===== config.mk =====
export PLATFORM = sky130hd
export DESIGN_NAME = wrapping_polyline_track_builder_top
export DESIGN_NICKNAME = d
export VERILOG_FILES = /design/src/wptb_pkg.sv /design/src/wptb_ctrl.sv /design/src/wptb_datapath.sv /design/src/wrapping_polyline_track_builder_top.sv
export SDC_FILE = /design/constraint.sdc
export NUM_CORES = 2
export LEC_CHECK = 0
export ABC_AREA = 1
export BUFFER_PORTS_ARGS = -buffer_cell sky130_fd_sc_hd__buf_2
export CORE_UTILIZATION = 48
export DETAILED_ROUTE_END_ITERATION = 10
export GPL_TIMING_DRIVEN = 0
export PLACE_DENSITY = 0.61
export SLEW_MARGIN = 25
export SYNTH_ARGS = -nofsm -noshare
export SYNTH_HDL_FRONTEND = slang
export SYNTH_HIERARCHICAL = 1
export SYNTH_SLANG_ARGS = --single-unit

===== constraint.sdc =====
create_clock -name i_clk -period 12.8 [get_ports i_clk]
set_input_delay 1.28 -clock i_clk [delete_from_list [all_inputs] [get_ports i_clk]]
set_output_delay 1.28 -clock i_clk [all_outputs]
set_load 0.1 [all_outputs]

===== src/wptb_pkg.sv =====
// ----------------------------------------------------------------------------
// wptb_pkg
// Shared types and constants of the wrapping polyline track builder:
// register indexes, reset values, datapath step codes and the
// command and status bundles between controller and datapath.
// ----------------------------------------------------------------------------
package wptb_pkg;

    // configuration register map
    localparam int REG_IDX_W = 2;
    localparam logic [REG_IDX_W-1:0] REG_WORLD_WIDTH  = 2'd0;
    localparam logic [REG_IDX_W-1:0] REG_WORLD_HEIGHT = 2'd1;

    localparam int          CFG_W          = 16;
    localparam logic [15:0] WORLD_W_RESET  = 16'd16384;
    localparam logic [15:0] WORLD_H_RESET  = 16'd8192;

    // word field widths
    localparam int COORD_W = 16;
    localparam int OUT_X_W = 18;
    localparam int LEN_W   = 40;

    // multiply sequence, one step per cycle on the shared multiplier
    localparam int MUL_STEPS = 8;
    localparam int MSTEP_W   = 3;
    localparam logic [MSTEP_W-1:0] MS_OX    = 3'd0; // prev x * width
    localparam logic [MSTEP_W-1:0] MS_PX    = 3'd1; // new x * width
    localparam logic [MSTEP_W-1:0] MS_OY    = 3'd2; // prev y * height
    localparam logic [MSTEP_W-1:0] MS_PY    = 3'd3; // new y * height, dx ready
    localparam logic [MSTEP_W-1:0] MS_HOLD  = 3'd4; // round last y product
    localparam logic [MSTEP_W-1:0] MS_SQ_DX = 3'd5; // dx squared, dy ready
    localparam logic [MSTEP_W-1:0] MS_SQ_DY = 3'd6; // dy squared
    localparam logic [MSTEP_W-1:0] MS_SUM   = 3'd7; // add squares

    // emit slots within one input
    localparam int SEL_W = 2;
    localparam logic [SEL_W-1:0] SEL_CLOSE = 2'd0; // wrapped copy of new point
    localparam logic [SEL_W-1:0] SEL_OPEN  = 2'd1; // wrapped copy of prev point
    localparam logic [SEL_W-1:0] SEL_POINT = 2'd2; // the point itself

    typedef struct packed {
        logic               load_in;
        logic               mul_en;
        logic [MSTEP_W-1:0] mul_step;
        logic               root_init;
        logic               root_step;
        logic               acc;
        logic               emit_load;
        logic [SEL_W-1:0]   emit_sel;
        logic               commit;
    } t_cmd;

    typedef struct packed {
        logic first;    // no point seen yet
        logic same;     // new point equals previous
        logic wrap;     // seam crossing in x
        logic out_free; // output register can take a word
    } t_sts;

endpackage


===== src/wptb_ctrl.sv =====
// ----------------------------------------------------------------------------
// wptb_ctrl
// Sequencer of the track builder: accepts one point at a time, walks the
// datapath through the multiply steps, the root iterations, the length
// update and the emission of up to three words.
// ----------------------------------------------------------------------------
module wptb_ctrl #(
    parameter int ROOT_STEPS = 26
) (
    input  logic            i_clk,
    input  logic            i_rst_n,
    input  logic            i_in_valid,
    output logic            o_in_stall,
    input  wptb_pkg::t_sts  i_sts,
    output wptb_pkg::t_cmd  o_cmd
);
    import wptb_pkg::*;

    localparam int CNT_W = (ROOT_STEPS > MUL_STEPS) ? $clog2(ROOT_STEPS) : $clog2(MUL_STEPS);

    localparam logic [2:0] S_IDLE  = 3'd0;
    localparam logic [2:0] S_MUL   = 3'd1;
    localparam logic [2:0] S_RINIT = 3'd2;
    localparam logic [2:0] S_ROOT  = 3'd3;
    localparam logic [2:0] S_ACC   = 3'd4;
    localparam logic [2:0] S_EMIT  = 3'd5;

    logic [2:0]       r_state, n_state;
    logic [CNT_W-1:0] r_cnt, n_cnt;
    logic [SEL_W-1:0] w_last_sel;

    assign o_in_stall = (r_state != S_IDLE);
    assign w_last_sel = i_sts.wrap ? SEL_POINT : SEL_CLOSE;

    // next state and commands
    always_comb begin
        n_state = r_state;
        n_cnt   = r_cnt;
        o_cmd   = '0;
        o_cmd.mul_step = r_cnt[MSTEP_W-1:0];
        o_cmd.emit_sel = r_cnt[SEL_W-1:0];
        unique case (r_state)
            S_IDLE: begin
                if (i_in_valid) begin
                    o_cmd.load_in = 1'b1;
                    n_cnt         = '0;
                    n_state       = i_sts.first ? S_EMIT : S_MUL;
                end
            end
            S_MUL: begin
                o_cmd.mul_en = 1'b1;
                if (r_cnt == CNT_W'(MUL_STEPS - 1)) begin
                    n_cnt   = '0;
                    n_state = S_RINIT;
                end else begin
                    n_cnt = r_cnt + 1'b1;
                end
            end
            S_RINIT: begin
                o_cmd.root_init = 1'b1;
                n_state         = S_ROOT;
            end
            S_ROOT: begin
                o_cmd.root_step = 1'b1;
                if (r_cnt == CNT_W'(ROOT_STEPS - 1)) begin
                    n_cnt   = '0;
                    n_state = S_ACC;
                end else begin
                    n_cnt = r_cnt + 1'b1;
                end
            end
            S_ACC: begin
                o_cmd.acc = 1'b1;
                if (i_sts.same) begin
                    o_cmd.commit = 1'b1;
                    n_state      = S_IDLE;
                end else begin
                    n_state = S_EMIT;
                end
            end
            S_EMIT: begin
                if (i_sts.out_free) begin
                    o_cmd.emit_load = 1'b1;
                    if (r_cnt[SEL_W-1:0] == w_last_sel) begin
                        o_cmd.commit = 1'b1;
                        n_state      = S_IDLE;
                    end else begin
                        n_cnt = r_cnt + 1'b1;
                    end
                end
            end
            default: begin
                n_state = S_IDLE;
            end
        endcase
    end

    // state registers
    always_ff @(posedge i_clk) begin
        if (!i_rst_n) begin
            r_state <= S_IDLE;
            r_cnt   <= '0;
        end else begin
            r_state <= n_state;
            r_cnt   <= n_cnt;
        end
    end

endmodule


===== src/wptb_datapath.sv =====
// ----------------------------------------------------------------------------
// wptb_datapath
// Point registers, world size registers, shared multiplier, bit-serial
// square root, saturating length accumulator and the output word register.
// ----------------------------------------------------------------------------
module wptb_datapath #(
    parameter int FRAC_BITS = 16
) (
    input  logic                                  i_clk,
    input  logic                                  i_rst_n,
    input  wptb_pkg::t_cmd                        i_cmd,
    output wptb_pkg::t_sts                        o_sts,
    input  logic [wptb_pkg::COORD_W-1:0]          i_point_x,
    input  logic [wptb_pkg::COORD_W-1:0]          i_point_y,
    input  logic                                  i_cfg_we,
    input  logic [wptb_pkg::REG_IDX_W-1:0]        i_cfg_index,
    input  logic [wptb_pkg::CFG_W-1:0]            i_cfg_data,
    input  logic                                  i_out_stall,
    output logic                                  o_out_valid,
    output logic signed [wptb_pkg::OUT_X_W-1:0]   o_out_x,
    output logic [wptb_pkg::COORD_W-1:0]          o_out_y,
    output logic                                  o_starts_line,
    output logic [wptb_pkg::LEN_W-1:0]            o_path_length,
    output logic                                  o_last
);
    import wptb_pkg::*;

    // world coordinate, multiplier, radicand and root widths
    localparam int WC_W  = 33 - FRAC_BITS;
    localparam int MUL_W = (WC_W > COORD_W) ? WC_W : COORD_W;
    localparam int SUM_W = 2 * WC_W + 1;
    localparam int RT_W  = WC_W + 9;
    localparam int RAD_W = 2 * RT_W;

    localparam logic [63:0] HALF_W = 64'd1 << (FRAC_BITS - 1);
    localparam logic [63:0] ONE_W  = 64'd1 << FRAC_BITS;
    localparam logic [OUT_X_W-1:0] ONE_X = ONE_W[OUT_X_W-1:0];

    logic [COORD_W-1:0]   r_ww, r_wh;
    logic                 r_have_prev;
    logic [COORD_W-1:0]   r_ox, r_oy, r_px, r_py;
    logic [2*MUL_W-1:0]   r_prod;
    logic [WC_W-1:0]      r_wa, r_wb, r_dx, r_dy;
    logic [SUM_W-1:0]     r_sum;
    logic [RAD_W-1:0]     r_rad;
    logic [RT_W+1:0]      r_rem;
    logic [RT_W-1:0]      r_root;
    logic [LEN_W-1:0]     r_len;
    logic                 r_out_valid;
    logic [OUT_X_W-1:0]   r_out_x;
    logic [COORD_W-1:0]   r_out_y;
    logic [LEN_W-1:0]     r_out_len;
    logic                 r_starts, r_last;

    logic [MUL_W-1:0]     w_ma, w_mb;
    logic [32:0]          w_rsum;
    logic [WC_W-1:0]      w_rnd, w_absd;
    logic [RT_W+1:0]      w_rem_sh, w_trial;
    logic                 w_ge;
    logic [LEN_W:0]       w_lsum;
    logic [COORD_W:0]     w_dpos, w_dneg;
    logic                 w_wrap_pos, w_wrap_neg, w_wrap;
    logic [OUT_X_W-1:0]   w_px18, w_ox18, w_x_sel;
    logic [COORD_W-1:0]   w_y_sel;

    // multiplier operand select
    always_comb begin
        w_ma = '0;
        w_mb = '0;
        unique case (i_cmd.mul_step)
            MS_OX: begin
                w_ma = MUL_W'(r_ox);
                w_mb = MUL_W'(r_ww);
            end
            MS_PX: begin
                w_ma = MUL_W'(r_px);
                w_mb = MUL_W'(r_ww);
            end
            MS_OY: begin
                w_ma = MUL_W'(r_oy);
                w_mb = MUL_W'(r_wh);
            end
            MS_PY: begin
                w_ma = MUL_W'(r_py);
                w_mb = MUL_W'(r_wh);
            end
            MS_SQ_DX: begin
                w_ma = MUL_W'(r_dx);
                w_mb = MUL_W'(r_dx);
            end
            MS_SQ_DY: begin
                w_ma = MUL_W'(r_dy);
                w_mb = MUL_W'(r_dy);
            end
            default: begin
                w_ma = '0;
                w_mb = '0;
            end
        endcase
    end

    // round half up to world units, distance on one axis
    assign w_rsum = {1'b0, r_prod[31:0]} + HALF_W[32:0];
    assign w_rnd  = w_rsum[32:FRAC_BITS];
    assign w_absd = (r_wa >= r_wb) ? (r_wa - r_wb) : (r_wb - r_wa);

    // one root digit per cycle
    assign w_rem_sh = {r_rem[RT_W-1:0], r_rad[RAD_W-1 -: 2]};
    assign w_trial  = {r_root, 2'b01};
    assign w_ge     = (w_rem_sh >= w_trial);

    // saturating length add
    assign w_lsum = {1'b0, r_len} + (LEN_W + 1)'(r_root);

    // seam detection on raw x
    assign w_dpos     = {1'b0, r_px} - {1'b0, r_ox};
    assign w_dneg     = {1'b0, r_ox} - {1'b0, r_px};
    assign w_wrap_pos = !w_dpos[COORD_W] && ({48'd0, w_dpos[COORD_W-1:0]} >= HALF_W);
    assign w_wrap_neg = !w_dneg[COORD_W] && ({48'd0, w_dneg[COORD_W-1:0]} >= HALF_W);
    assign w_wrap     = r_have_prev && (w_wrap_pos || w_wrap_neg);

    assign o_sts.first    = !r_have_prev;
    assign o_sts.same     = (r_px == r_ox) && (r_py == r_oy);
    assign o_sts.wrap     = w_wrap;
    assign o_sts.out_free = !r_out_valid || !i_out_stall;

    // vertex select for the current emit slot
    assign w_px18 = OUT_X_W'(r_px);
    assign w_ox18 = OUT_X_W'(r_ox);
    always_comb begin
        w_x_sel = w_px18;
        w_y_sel = r_py;
        if (w_wrap) begin
            case (i_cmd.emit_sel)
                SEL_CLOSE: begin
                    w_x_sel = w_wrap_pos ? (w_px18 - ONE_X) : (w_px18 + ONE_X);
                end
                SEL_OPEN: begin
                    w_x_sel = w_wrap_pos ? (w_ox18 + ONE_X) : (w_ox18 - ONE_X);
                    w_y_sel = r_oy;
                end
                default: begin
                    w_x_sel = w_px18;
                end
            endcase
        end
    end

    // configuration and track state
    always_ff @(posedge i_clk) begin
        if (!i_rst_n) begin
            r_ww        <= WORLD_W_RESET;
            r_wh        <= WORLD_H_RESET;
            r_have_prev <= 1'b0;
            r_ox        <= '0;
            r_oy        <= '0;
            r_len       <= '0;
        end else begin
            if (i_cfg_we) begin
                unique case (i_cfg_index)
                    REG_WORLD_WIDTH:  r_ww <= i_cfg_data;
                    REG_WORLD_HEIGHT: r_wh <= i_cfg_data;
                    default: ;
                endcase
            end
            if (i_cmd.acc) begin
                r_len <= w_lsum[LEN_W] ? '1 : w_lsum[LEN_W-1:0];
            end
            if (i_cmd.commit) begin
                r_have_prev <= 1'b1;
                r_ox        <= r_px;
                r_oy        <= r_py;
            end
        end
    end

    // input capture, multiply sequence and root
    always_ff @(posedge i_clk) begin
        if (i_cmd.load_in) begin
            r_px <= i_point_x;
            r_py <= i_point_y;
        end
        if (i_cmd.mul_en) begin
            r_prod <= w_ma * w_mb;
            unique case (i_cmd.mul_step)
                MS_PX:    r_wa <= w_rnd;
                MS_OY:    r_wb <= w_rnd;
                MS_PY: begin
                    r_dx <= w_absd;
                    r_wa <= w_rnd;
                end
                MS_HOLD:  r_wb <= w_rnd;
                MS_SQ_DX: r_dy <= w_absd;
                MS_SQ_DY: r_sum <= SUM_W'(r_prod[2*WC_W-1:0]);
                MS_SUM:   r_sum <= r_sum + SUM_W'(r_prod[2*WC_W-1:0]);
                default: ;
            endcase
        end
        if (i_cmd.root_init) begin
            r_rad  <= RAD_W'({r_sum, 16'd0});
            r_rem  <= '0;
            r_root <= '0;
        end else if (i_cmd.root_step) begin
            r_rad <= {r_rad[RAD_W-3:0], 2'b00};
            if (w_ge) begin
                r_rem  <= w_rem_sh - w_trial;
                r_root <= {r_root[RT_W-2:0], 1'b1};
            end else begin
                r_rem  <= w_rem_sh;
                r_root <= {r_root[RT_W-2:0], 1'b0};
            end
        end
    end

    // output word register
    always_ff @(posedge i_clk) begin
        if (!i_rst_n) begin
            r_out_valid <= 1'b0;
        end else if (i_cmd.emit_load) begin
            r_out_valid <= 1'b1;
        end else if (!i_out_stall) begin
            r_out_valid <= 1'b0;
        end
    end

    always_ff @(posedge i_clk) begin
        if (i_cmd.emit_load) begin
            r_out_x   <= w_x_sel;
            r_out_y   <= w_y_sel;
            r_out_len <= r_len;
            r_starts  <= !r_have_prev || (w_wrap && (i_cmd.emit_sel == SEL_OPEN));
            r_last    <= !w_wrap || (i_cmd.emit_sel == SEL_POINT);
        end
    end

    assign o_out_valid   = r_out_valid;
    assign o_out_x       = $signed(r_out_x);
    assign o_out_y       = r_out_y;
    assign o_starts_line = r_starts;
    assign o_path_length = r_out_len;
    assign o_last        = r_last;

endmodule


===== src/wrapping_polyline_track_builder_top.sv =====
// ----------------------------------------------------------------------------
// wrapping_polyline_track_builder_top
// Builds seam-split polylines and a running path length from a stream of
// normalized track points.
// ----------------------------------------------------------------------------
// Usage:
//   Input channel: i_in_valid / o_in_stall with i_point_x, i_point_y.
//   Output channel: o_out_valid / i_out_stall with o_out_x, o_out_y,
//   o_starts_line, o_path_length, o_last; one to three words per point,
//   o_last marks the final one. A point equal to the previous gives none.
//   World sizes are written through i_cfg_we / i_cfg_index / i_cfg_data
//   while the block is idle.
//   Points are taken one at a time. The first point ever goes straight
//   to emission. Any later point runs the multiply steps on the shared
//   multiplier, a root init, then 42 - FRAC_BITS root steps (26 at the
//   default), one length update, then the emission of its words, each
//   loaded when the output register is free. The bit-serial square root
//   is the longest of these steps at the default FRAC_BITS.
//   A stalled receiver holds the output word; the block waits with further
//   words and takes no new point until the last word of this point has
//   been loaded into the output register.
//   Reset clears the previous point, the length and the output valid, and
//   sets the world size to 16384 by 8192.
// ----------------------------------------------------------------------------
module wrapping_polyline_track_builder_top #(
    parameter int FRAC_BITS = 16
) (
    input  logic                                  i_clk,
    input  logic                                  i_rst_n,
    input  logic                                  i_in_valid,
    output logic                                  o_in_stall,
    input  logic [wptb_pkg::COORD_W-1:0]          i_point_x,
    input  logic [wptb_pkg::COORD_W-1:0]          i_point_y,
    input  logic                                  i_cfg_we,
    input  logic [wptb_pkg::REG_IDX_W-1:0]        i_cfg_index,
    input  logic [wptb_pkg::CFG_W-1:0]            i_cfg_data,
    output logic                                  o_out_valid,
    input  logic                                  i_out_stall,
    output logic signed [wptb_pkg::OUT_X_W-1:0]   o_out_x,
    output logic [wptb_pkg::COORD_W-1:0]          o_out_y,
    output logic                                  o_starts_line,
    output logic [wptb_pkg::LEN_W-1:0]            o_path_length,
    output logic                                  o_last
);
    import wptb_pkg::*;

    localparam int ROOT_STEPS = 42 - FRAC_BITS;

    t_cmd w_cmd;
    t_sts w_sts;

    // sequencer
    wptb_ctrl #(
        .ROOT_STEPS (ROOT_STEPS)
    ) u_ctrl (
        .i_clk      (i_clk),
        .i_rst_n    (i_rst_n),
        .i_in_valid (i_in_valid),
        .o_in_stall (o_in_stall),
        .i_sts      (w_sts),
        .o_cmd      (w_cmd)
    );

    // arithmetic and storage
    wptb_datapath #(
        .FRAC_BITS (FRAC_BITS)
    ) u_datapath (
        .i_clk         (i_clk),
        .i_rst_n       (i_rst_n),
        .i_cmd         (w_cmd),
        .o_sts         (w_sts),
        .i_point_x     (i_point_x),
        .i_point_y     (i_point_y),
        .i_cfg_we      (i_cfg_we),
        .i_cfg_index   (i_cfg_index),
        .i_cfg_data    (i_cfg_data),
        .i_out_stall   (i_out_stall),
        .o_out_valid   (o_out_valid),
        .o_out_x       (o_out_x),
        .o_out_y       (o_out_y),
        .o_starts_line (o_starts_line),
        .o_path_length (o_path_length),
        .o_last        (o_last)
    );

endmodule

==> flow_summary.toml <==
[pwr]
ir_drop_uv = 208
p_per_area_nw_per_um2 = 229
power.leakage_nw = 19.7
p_total_mw = 9.38

[clock_network]
cts_hold_buf = 0
htree_levels = 2
post_cts_resized = 0
cts_buffers = 52
tritoncts = "yes"
clk_path_buf_depth = 3
cts_root_buf = "clkbuf_16"
path_clk_slew_ns = 0.07
clk_latency_ns = 0.63
clock_sinks = 447
postCtsSetupBuffers = 0

[timing]
finalHoldViolations = 0
tns_ns = 0
fin_crit_sh = 0.623
fin_skew_ns = 0.0344
fin_crit_ns = 7.97
rsz0062_at_grt = "no"
slew_violations = 0
setup_viol = 0
relSlewSlack = 0.251
fmaxAchievable_mhz = 125
worst_slew_pin_slew_ns = 1.12

[worst_setup_path]
critPathLaunchType = "register"
worst_ep_arrival_time_ns = 8.33
crit_start = "u_ctrl/r_cnt[1]"
r2r_start = "u_ctrl/r_cnt[1]"
slowest_delay_ns = 0.79
worstSetupPathType = "reg -> reg"
crit_fanout = 10
crit_top_cell = "fa_1"
cp.required_ns = 13.16
r2r_setup_slack_ns = 4.83
r2r-end = "u_datapath/r_prod[28]"
cpMaxStageDelayCell = "nor2_1"
cp-end-kind = "register"
r2r_cells = 27
worstSetupEndpoint = "u_datapath/r_prod[28]"

[global_routing]
grt_max_degree = 45
grt_pass1_vias = 30835
antenna_found_initial = 2
grt.overflow.total = 0
grt_usage = 0.279
grt_pass1_wl_mm = 170

[die]
fp.dieH_um = 279
dieArea_um2 = 78000
die_w_um = 279
initial_core_util = 0.486
pin_count = 133
core_um2 = 75900
num_rows = 101

[synthesis]
synth_cells = 4727
ys_top_cells_by_area = "edfxtp_1 (23%), fa_1 (12%), nand2_1 (12%)"
syn_area_um2 = 36900
synth.avg_cell_area_um2 = 7.81
synth.distinct_cells = 57
synthArstFlopShare = 0
synthesis.nets = 5275
synth_top_area_share = 0.228
ys_warn_count = 6
synth.largest_area_cell = "edfxtp_1"
synth_seq_cells = 447
seq_area_frac_synth = 0.318
synth_flop_cell = "edfxtp_1"
synth_edf_count = 280

[place]
io_buffer_count = 132
hpwl_mm = 87.5
gp_congestion = 0.976
placed_area_um2 = 39100

[drt]
vias_per_cell = 5.30
drt-pass1-iter-count = 8
drc = 0
drt_iter0_markers = 2331
postRouteAntennaNets = 0
routed-via-count = 31820
routed_wl_mm = 108
wire_per_inst_um = 18.0

[layout]
num_antenna_cells = 0
final_cell_area_um2 = 40900
area_growth_pct = 10.8
drive_gt1_frac = 0.0911
regArea_um2 = 11800
final_common_cell = "nand2_1"
layout.nets = 5475
fill_cells = 7284
layout_common_cells = "nand2_1 (1221), inv_1 (797), nor2_1 (364)"
multi_input_area_um2 = 21300

[run_status]
outcome = "complete, no violations"

[job]
cap_violations = 0

[worst_hold_path]
hold_depth = 2
hold_class = "reg -> reg"
## Yosys cell counts (all sizes together), types with 40 or more instances
master,number
o21ai,267
a21oi,267
nand3,233
ha,264
nor3,40
nand4,49
xnor2,49
clkbuf,64
nand2,1252
dfxtp,167
buf,73
inv,835
xor2,73
edfxtp,280
o22ai,61
fa,229
nor2,397
## registers in the layout (all words and copies together), names as in the netlist, 3 cells and up
register / count
u_ctrl/r_cnt: 5
u_ctrl/r_state: 3
u_datapath/o_out_x: 18
u_datapath/o_out_y: 16
u_datapath/o_path_length: 40
u_datapath/r_dx: 17
u_datapath/r_dy: 17
u_datapath/r_len: 40
u_datapath/r_ox: 16
u_datapath/r_oy: 16
u_datapath/r_prod: 34
u_datapath/r_px: 16
u_datapath/r_py: 16
u_datapath/r_rad: 36
u_datapath/r_rem: 26
u_datapath/r_root: 26
u_datapath/r_sum: 35
u_datapath/r_wa: 17
u_datapath/r_wb: 17
u_datapath/r_wh: 16
u_datapath/r_ww: 16
## cells by family (layout without fill, tap and decap cells)
family	after synthesis	count (layout)	synth area share
and+or+nand+nor	2007	2007	0.229
buffers and inverters	974	1217	0.106
AOI/OAI and AO/OA	684	684	0.104
adders and majority gates	493	493	0.214
DFF	447	447	0.318
xor gates and xnor gates	122	122	0.0290
## metal layers
| layer | wire [um] | global-route usage | vias up |
|---|---|---|---|
| met5 | 27 | 0 | - |
| met4 | 2440 | 0.0645 | 4 |
| met3 | 7360 | 0.0439 | 156 |
| met2 | 49500 | 0.456 | 956 |
| met1 | 48900 | 0.387 | 15207 |
| li1 | - | - | 15497 |
## stage by stage
| step | worst slack (ns) | instances | util | hold slack, ns |
|---|---|---|---|---|
| after global routing | 4.51 | 6000 | 0.539 | 0.469 |
| after detailed placement | 4.98 | 5903 | 0.515 | 0.446 |
| after CTS | 4.97 | 6000 | 0.539 | 0.455 |
| after floorplan | 6.48 | 4727 | - | 0.422 |
| after global placement | 4.97 | 5889 | 0.512 | 0.440 |
| final | 4.83 | 6000 | 0.539 | 0.454 |
## critical path, delay by kind of cell (launching register included)
kind	cells	cell delay, ns
AO/OA/AOI/OAI	2	0.42
XOR/XNOR	1	0.17
adder cells (fa/ha/maj)	7	3.63
buffers and inverters	9	1.26
flip-flops	1	0.44
AND/OR/NAND/NOR	8	1.78
## worst min-delay path by stage
stage,from,end,slack (ns)
after floorplan,u_datapath/r_rad[49],u_datapath/r_rad[51],0.42
after global placement,u_datapath/r_ww[10],u_datapath/r_ww[10],0.44
after detailed placement,u_datapath/r_ww[5],u_datapath/r_ww[5],0.45
after CTS,u_datapath/r_ww[5],u_datapath/r_ww[5],0.45
after global routing,u_datapath/r_wh[11],u_datapath/r_wh[11],0.47
final,u_datapath/r_wh[0],u_datapath/r_wh[0],0.45
## power breakdown
part | switching [mW] | internal (mW) | leakage (nW)
logic | 3.83 | 1.77 | 14.9
registers | 0.270 | 1.95 | 3.92
clock network | 0.630 | 0.933 | 0.885
## final cells by class
type / instances / area share
plain buffers: 137 / 0.0191
clock buffers: 67 / 0.0349
clock inverters: 30 / 0.00890
inverters: 837 / 0.0770
multi-input cells: 3306 / 0.520
flip-flops and latches: 447 / 0.287
well taps: 1030 / 0.0315
repair buffers: 146 / 0.0212
(Power assumes the default switching activity.)
